`src/rtl/assert_macros.svh`:
```
// Assertion macros shared by the sorted table search RTL.
// No dependencies; included by the files that carry assertions.
`ifndef ASSERT_MACROS_SVH
`define ASSERT_MACROS_SVH

`ifndef ASSERT_OFF

// Clocked assertion that is switched off while reset is applied.
`define STBS_ASSERT(lbl, clk, rst_n, prop, msg) \
    lbl: assert property (@(posedge clk) disable iff (!rst_n) prop) else $error(msg);

// Clocked assertion that is also checked during reset.
`define STBS_ASSERT_ALWAYS(lbl, clk, prop, msg) \
    lbl: assert property (@(posedge clk) prop) else $error(msg);

`else

`define STBS_ASSERT(lbl, clk, rst_n, prop, msg)
`define STBS_ASSERT_ALWAYS(lbl, clk, prop, msg)

`endif

`endif

```
`src/rtl/stbs_pkg.sv`:
```
// Package for the sorted table search unit: item codes, sequencer states
// and the status struct of the search engine. No dependencies.
package stbs_pkg;

    // Width of one table element and of a search key.
    localparam int DATA_W = 32;

    // Codes of the kind field.
    localparam logic KIND_APPEND = 1'b0;
    localparam logic KIND_SEARCH = 1'b1;

    // States of the search sequencer.
    typedef enum logic [1:0] {
        ST_IDLE,
        ST_PROBE,
        ST_COMPARE
    } eng_state_t;

    // Status the engine reports to the top level.
    typedef struct packed {
        logic busy;
        logic done;
    } eng_status_t;

endpackage

```
`src/rtl/stbs_engine.sv`:
```
// Binary search sequencer with its shared compare unit and bound registers.
// Depends on stbs_pkg and assert_macros.svh; reads the table through stbs_ram.
`include "assert_macros.svh"

module stbs_engine #(
    parameter int TABLE_DEPTH = 1024,
    localparam int POS_W  = $clog2(TABLE_DEPTH + 1),
    localparam int ADDR_W = (TABLE_DEPTH > 1) ? $clog2(TABLE_DEPTH) : 1
) (
    input  logic                            clk,
    input  logic                            rst_n,
    input  logic                            launch,
    input  logic signed [stbs_pkg::DATA_W-1:0] key,
    input  logic [POS_W-1:0]                count,
    output logic                            rd_en,
    output logic [ADDR_W-1:0]               rd_addr,
    input  logic signed [stbs_pkg::DATA_W-1:0] rd_data,
    output logic [POS_W-1:0]                position,
    output stbs_pkg::eng_status_t           status
);

    import stbs_pkg::*;

    // Bounds carry one extra bit so that low can pass count.
    localparam int LH_W = POS_W + 1;

    eng_state_t state_reg, state_next;

    logic [LH_W-1:0]         low_reg, low_next;
    logic [LH_W-1:0]         high_reg, high_next;
    logic [LH_W-1:0]         mid_reg, mid_next;
    logic signed [DATA_W-1:0] key_reg, key_next;
    logic [POS_W-1:0]        pos_reg, pos_next;
    logic                    done_reg, done_next;

    logic [LH_W:0]   mid_sum;
    logic [LH_W-1:0] mid_calc;
    logic [LH_W-1:0] mid_m1;
    logic            range_open;
    logic            key_gt;
    logic            key_lt;

    // Midpoint of the current range and the range test.
    assign mid_sum    = {1'b0, low_reg} + {1'b0, high_reg};
    assign mid_calc   = mid_sum[LH_W:1];
    assign mid_m1     = mid_calc - LH_W'(1);
    assign range_open = (low_reg <= high_reg);

    // The shared compare unit: key against the element just read.
    assign key_gt = (key_reg > rd_data);
    assign key_lt = (key_reg < rd_data);

    // Next state.
    always_comb
    begin
        state_next = state_reg;
        unique case (state_reg)
            ST_IDLE:
            begin
                if (launch)
                begin
                    state_next = ST_PROBE;
                end
            end
            ST_PROBE:
            begin
                state_next = range_open ? ST_COMPARE : ST_IDLE;
            end
            ST_COMPARE:
            begin
                state_next = (key_gt || key_lt) ? ST_PROBE : ST_IDLE;
            end
            default:
            begin
                state_next = ST_IDLE;
            end
        endcase
    end

    // Bound, key and result updates.
    always_comb
    begin
        low_next  = low_reg;
        high_next = high_reg;
        mid_next  = mid_reg;
        key_next  = key_reg;
        pos_next  = pos_reg;
        done_next = 1'b0;
        unique case (state_reg)
            ST_IDLE:
            begin
                if (launch)
                begin
                    low_next  = LH_W'(1);
                    high_next = {1'b0, count};
                    key_next  = key;
                end
            end
            ST_PROBE:
            begin
                if (range_open)
                begin
                    mid_next = mid_calc;
                end
                else
                begin
                    pos_next  = '0;
                    done_next = 1'b1;
                end
            end
            ST_COMPARE:
            begin
                if (key_gt)
                begin
                    low_next = mid_reg + LH_W'(1);
                end
                else if (key_lt)
                begin
                    high_next = mid_reg - LH_W'(1);
                end
                else
                begin
                    pos_next  = mid_reg[POS_W-1:0];
                    done_next = 1'b1;
                end
            end
            default:
            begin
                done_next = 1'b0;
            end
        endcase
    end

    // Outputs toward the table and the top level.
    always_comb
    begin
        rd_en       = (state_reg == ST_PROBE) && range_open;
        rd_addr     = mid_m1[ADDR_W-1:0];
        status.busy = (state_reg != ST_IDLE);
        status.done = done_reg;
        position    = pos_reg;
    end

    // Control registers.
    always_ff @(posedge clk or negedge rst_n)
    begin
        if (!rst_n)
        begin
            state_reg <= ST_IDLE;
            done_reg  <= 1'b0;
        end
        else
        begin
            state_reg <= state_next;
            done_reg  <= done_next;
        end
    end

    // Datapath registers.
    always_ff @(posedge clk)
    begin
        low_reg  <= low_next;
        high_reg <= high_next;
        mid_reg  <= mid_next;
        key_reg  <= key_next;
        pos_reg  <= pos_next;
    end

    // A read is always followed by its compare.
    `STBS_ASSERT(a_read_then_compare, clk, rst_n, rd_en |=> (state_reg == ST_COMPARE), "read not followed by compare")
    // The probed midpoint lies inside a non-empty range.
    `STBS_ASSERT(a_mid_in_range, clk, rst_n, (state_reg == ST_COMPARE) |-> (low_reg <= mid_reg && mid_reg <= high_reg && mid_reg != '0), "midpoint outside range")
    // A result is only shown once the sequencer is back in idle.
    `STBS_ASSERT(a_done_idle, clk, rst_n, done_reg |-> (state_reg == ST_IDLE), "result while busy")
    // A found position can only come from a compare.
    `STBS_ASSERT(a_hit_from_compare, clk, rst_n, (done_reg && pos_reg != '0) |-> $past(state_reg == ST_COMPARE), "hit without compare")

endmodule

```
`config.mk`:
```
export PLATFORM = sky130hd
export DESIGN_NAME = stbs_engine
export DESIGN_NICKNAME = d
export VERILOG_FILES = /design/src/rtl/stbs_pkg.sv /design/src/rtl/stbs_engine.sv
export VERILOG_INCLUDE_DIRS = /design/src /design/src/rtl
export SDC_FILE = /design/constraint.sdc
export NUM_CORES = 1
export LEC_CHECK = 0
export BUFFER_PORTS_ARGS = -buffer_cell sky130_fd_sc_hd__buf_2
export CELL_PAD_IN_SITES_DETAIL_PLACEMENT = 1
export CELL_PAD_IN_SITES_GLOBAL_PLACEMENT = 1
export CORE_UTILIZATION = 40
export DETAILED_ROUTE_END_ITERATION = 6
export GPL_ROUTABILITY_DRIVEN = 0
export HOLD_SLACK_MARGIN = 0.02
export PLACE_DENSITY_LB_ADDON = 0.1
export SLEW_MARGIN = 20
export SYNTH_ARGS = -nofsm -noshare
export SYNTH_HDL_FRONTEND = slang
export SYNTH_SLANG_ARGS = --single-unit
```
`constraint.sdc`:
```
create_clock -name clk -period 5.1 [get_ports clk]
set_clock_uncertainty 0.1 [all_clocks]
set_input_delay 0.765 -clock clk [delete_from_list [all_inputs] [get_ports clk]]
set_output_delay 0.765 -clock clk [all_outputs]
set_load 0.02 [all_outputs]
```
======== Word level (Yosys, flattened, before mapping) ========
Index checks and enable logic that the tools add are counted.
word-level totals
  bits in latches ......................... 0
  memory bits (read-only) ................. 0
  input bits .............................. 78
  memories kept ........................... 0
  output and inout port bits .............. 24
  register bits after elaboration ......... 82
  bits in writable memories ............... 0
  word-level logic and storage cells ...... 52
cells by class
  shift-type cells ........................ 0
  multipliers ............................. 0
  add/subtract/negate cells ............... 4
  div/mod/pow operators ................... 0
  equality and inequality tests ........... 8
  bitwise logic cells ..................... 0
  magnitude comparators ................... 3
  muxes and demuxes ....................... 19
  reduce and logical (&&, ||, !) cells .... 11
operator list
  operator               number
  $mux 12                5
  $pmux 12 s2            2
  $mux 11                3
  $gt 32x32->1           1
  $lt 32x32->1           1
  $pmux 11 s2            1
  $add 12x12->13         1
  $add 12x1->12 const B  1
  $le 12x12->1           1
  $ne 2x2->1 const B     6
  $sub 12x1->12 const B  1
  $sub 10x1->10 const B  1
  $reduce_and 4->1       2
  $pmux 2 s3             1
  $reduce_bool 2->1      3
  $mux 1                 4
  $mux 2                 2
  $reduce_and 2->1       2
  $reduce_and 3->1       1
  $eq 2x1->1 const B     1
  $eq 2x2->1 const B     1
  $logic_not 2->1        1
  $pmux 1 s2             1
  $logic_and 1x1->1      1
  $logic_or 1x1->1       1

======== Depth between registers and ports, before layout ========
  word-level depth ........................ 4
  depth in mapped cells ................... 10
  mapped depth without buffers ............ 10

======== Least setup slack after synthesis ========
Ideal clock, no wire load.
  path kind ............................... register to output
  start ................................... register low_reg[0]
  end ..................................... output rd_addr[9]
  stages on the path, launching flop included .. 11
  path buffers ............................ 0
  path slack .............................. 1.245 ns
  data required time ...................... 4.235 ns
  arrival ................................. 2.990 ns
  path through ............................ edfxtp_1 ha_1 inv_1 fa_1 nor3_1 nor3_1 o311ai_2 xnor2_1 or4b_1 or4_1 xnor2_1
between the ends
  word-level cells in the longest chain between the ends .. 2
ends and longest elaborated chain
  element                 line                source
  start, declared         stbs_engine.sv:29   logic [LH_W-1:0] low_reg, low_next;
  start signal, assigned  stbs_engine.sv:162  low_reg <= low_next;
  $add 12x12->13          stbs_engine.sv:44   assign mid_sum = {1'b0, low_reg} + {1'b0, high_reg};
  named net mid_sum[6]    stbs_engine.sv:36   logic [LH_W:0] mid_sum;
  $sub 10x1->10           stbs_engine.sv:46   assign mid_m1 = mid_calc - LH_W'(1);
  end, declared           stbs_engine.sv:16   output logic [ADDR_W-1:0] rd_addr,
The timed path passes the listed nets, and every way through them passes these cells.

======== Worst setup path in the final report ========
  start ................................... register high_reg[0]
  end ..................................... output rd_addr[9]
between the ends
  word-level cells in the longest chain between the ends .. 2
ends and longest elaborated chain
  element                 line                source
  start, declared         stbs_engine.sv:30   logic [LH_W-1:0] high_reg, high_next;
  start signal, assigned  stbs_engine.sv:163  high_reg <= high_next;
  $add 12x12->13          stbs_engine.sv:44
  named net mid_sum[6]    stbs_engine.sv:36
  $sub 10x1->10           stbs_engine.sv:46
The timed path passes the listed nets, and every way through them passes these cells.

==> flow_summary.json <==
{
  "outcome": "completed",
  "syn-cell-area_um2": 5104,
  "h-tree-depth": 3,
  "grt_pass1_wl_mm": 19.03,
  "synth_top_cell_by_area": "edfxtp_1",
  "setup_viol": 0,
  "drc": 0,
  "ctsResizeCount": 0,
  "async_reset_ff_frac": 0.03659,
  "drv_slew": 0,
  "cts.clk_slew.worst_paths_ns": 0.06,
  "tightestPinTransition_ns": 0.6635,
  "wl_per_cell_um": 15.19,
  "worstPathArrival_ns": 3.45,
  "area_growth_pct": 19.39,
  "cp_data_required_time_ns": 4.24,
  "grt_pass1_vias": 4019,
  "worstPathMaxFanout": 4,
  "grt_max_degree": 34,
  "dieArea_um2": 13210,
  "synth_top_area_share": 0.4648,
  "end_kind": "primary output",
  "cts_root_buf": "clkbuf_16",
  "post_cts_buffers": 0,
  "vdd_drop_max_v": 0.0001923,
  "period_minus_slack_ns": 4.312,
  "synth.area.top_cells": "edfxtp_1 46%, ha_1 15%, inv_1 5.4%, xnor2_1 3.8%, nor2_1 3.2%",
  "met1_length_mm": 4.994,
  "core_area_um2": 12210,
  "hold-worst-slack_ns": 0.1167,
  "fp-row-count": 40,
  "met2RoutedLength_mm": 5.824,
  "antenna_left": 0,
  "final_util": 0.4990,
  "timing.fmax_mhz": 231.9,
  "via_per_inst": 4.934,
  "slew_headroom": 0.5545,
  "grt-ovfl-total": 0,
  "crit_start": "high_reg[0]",
  "clk_latency_ns": 0.34,
  "first_iter_violations": 78,
  "die_w_um": 115.0,
  "hold_path.class": "in2async",
  "syn_nets": 623,
  "finalNetCount": 728,
  "syn_inst": 481,
  "clk_path_buf_depth": 2,
  "worstReg2RegStart": "key_reg[13]",
  "io_buffers": 101,
  "synth_commonest_cells": "79 x edfxtp_1, 73 x inv_1, 63 x ha_1, 44 x nor2_1, 28 x a21oi_1",
  "maxCapViolCount": 0,
  "post-dp-hpwl_mm": 9.382,
  "die_height_um": 115.0,
  "cts_tree": "done",
  "synth_seq_area_share": 0.4795,
  "setup-tns-final_ns": 0,
  "start_util": 0.4179,
  "largest_reg_flops": 32,
  "grt_usage": 0.1918,
  "numCtsBuffers": 9,
  "synth_enable_flop_cells": 79,
  "ys.flop_type": "edfxtp_1",
  "routed_wl_mm": 11.53,
  "syn_area_per_cell_um2": 10.61,
  "drtPass1Iterations": 4,
  "worstSetupPathType": "reg2out",
  "synth-seq-cells": 82,
  "vias": 3745,
  "synth.most_common_cell": "edfxtp_1",
  "antenna_found_initial": 0,
  "cellPowerDensity_nw_per_um2": 661.5,
  "synth_cell_types": 51,
  "ys.warnings.count": 0,
  "routed-wl-met3_um": 495,
  "dp.cells": 743,
  "boundaryPins": 102,
  "final_cells": 759,
  "antenna_cells": 0,
  "cp-start-kind": "flop",
  "cts_hold_buf": 0,
  "rsz0062_at_grt": "no",
  "cts_sinks": 82,
  "period_share": 0.8456,
  "drive_gt1_frac": 0.2149,
  "top_layer": "met4",
  "p_leak_nw": 2.766,
  "hold_viol": 0
}
-- final timing paths --
kind / cells past startpoint / endpoint / slack (ns)
worst max-delay path: 11 / rd_addr[9] / 0.79
max in group asynchronous: 1 / state_reg[0] / 4.67
worst min-delay path: 1 / done_reg / 0.12
worst max register to register: 7 / position[7] / 2.08
min in group clk: 2 / state_reg[1] / 0.45
worst min register to register: 2 / state_reg[1] / 0.45
-- worst max-delay path, cell delays in order, from the launching register on --
cell and delay [ns]:
edfxtp_1 0.35, ha_1 0.22, inv_1 0.07, fa_1 0.41, nor3_1 0.20, nor3_1 0.11
o311ai_2 0.25, xnor2_1 0.17, or4b_1 0.58, or4_1 0.44, xnor2_1 0.14, buf_2 0.17
-- area by class of cell --
type / instances / area [um2]
Fill cell: 1430 / 6118
Timing Repair Buffer: 106 / 543.0
Clock buffer: 9 / 225.2
Inverter: 74 / 277.8
Tap cell: 168 / 210.2
Clock inverter: 7 / 60.06
Multi-Input combinational cell: 313 / 2330
Sequential cell: 82 / 2447
-- cells by family after synthesis --
family | Yosys count | synth area share
AND/OR/NAND/NOR | 135 | 0.1336
buffers and inverters | 86 | 0.06399
flip-flops | 82 | 0.4795
AO/OA/AOI/OAI | 76 | 0.09708
adder cells (fa/ha/maj) | 64 | 0.1584
XOR/XNOR | 36 | 0.06325
multiplexers | 2 | 0.004168
-- stage by stage --
stage | total power [mW] | worst slack (ns) | cell area (um2)
global placement | 3.354 | 1.180 | 5808
global route | 4.332 | 0.5220 | 6093
finish | 4.031 | 0.7876 | 6093
detailed placement | 3.432 | 1.129 | 5808
CTS | 4.089 | 0.7505 | 6093
floorplan | 2.774 | 1.245 | 5104
-- routing by layer --
metal | vias to the layer above | track usage
li1 | 1884 | -
met4 | 0 | 0.07619
met2 | 70 | 0.3406
met5 | - | 0
met3 | 14 | 0.03795
met1 | 1777 | 0.2278
-- layout by cell type (no fill, tap or decap), drive strengths merged, types with 2 or more instances in the layout --
cell type / count
a2111o: 2
a21o: 9
a21oi: 29
a31oi: 2
and2: 9
and3: 4
buf: 106
clkbuf: 9
clkinv: 6
dfrtp: 3
edfxtp: 79
ha: 63
inv: 73
nand2: 20
nand2b: 4
nand3: 13
nand3b: 2
nand4: 9
nor2: 44
nor2b: 6
nor3: 13
nor3b: 2
nor4: 3
o21a: 6
o21ai: 13
o21bai: 2
o311ai: 3
o31ai: 3
or4: 4
xnor2: 23
xor2: 13
-- power by group --
part	switching (mW)	total, mW	leakage (nW)	internal [mW]
Sequential	0.193	1.30	0.789	1.11
Clock	0.260	0.634	0.140	0.373
Combinational	1.30	2.10	1.84	0.790
Total	1.76	4.03	2.77	2.27
Power figures use the tool's default switching activity.
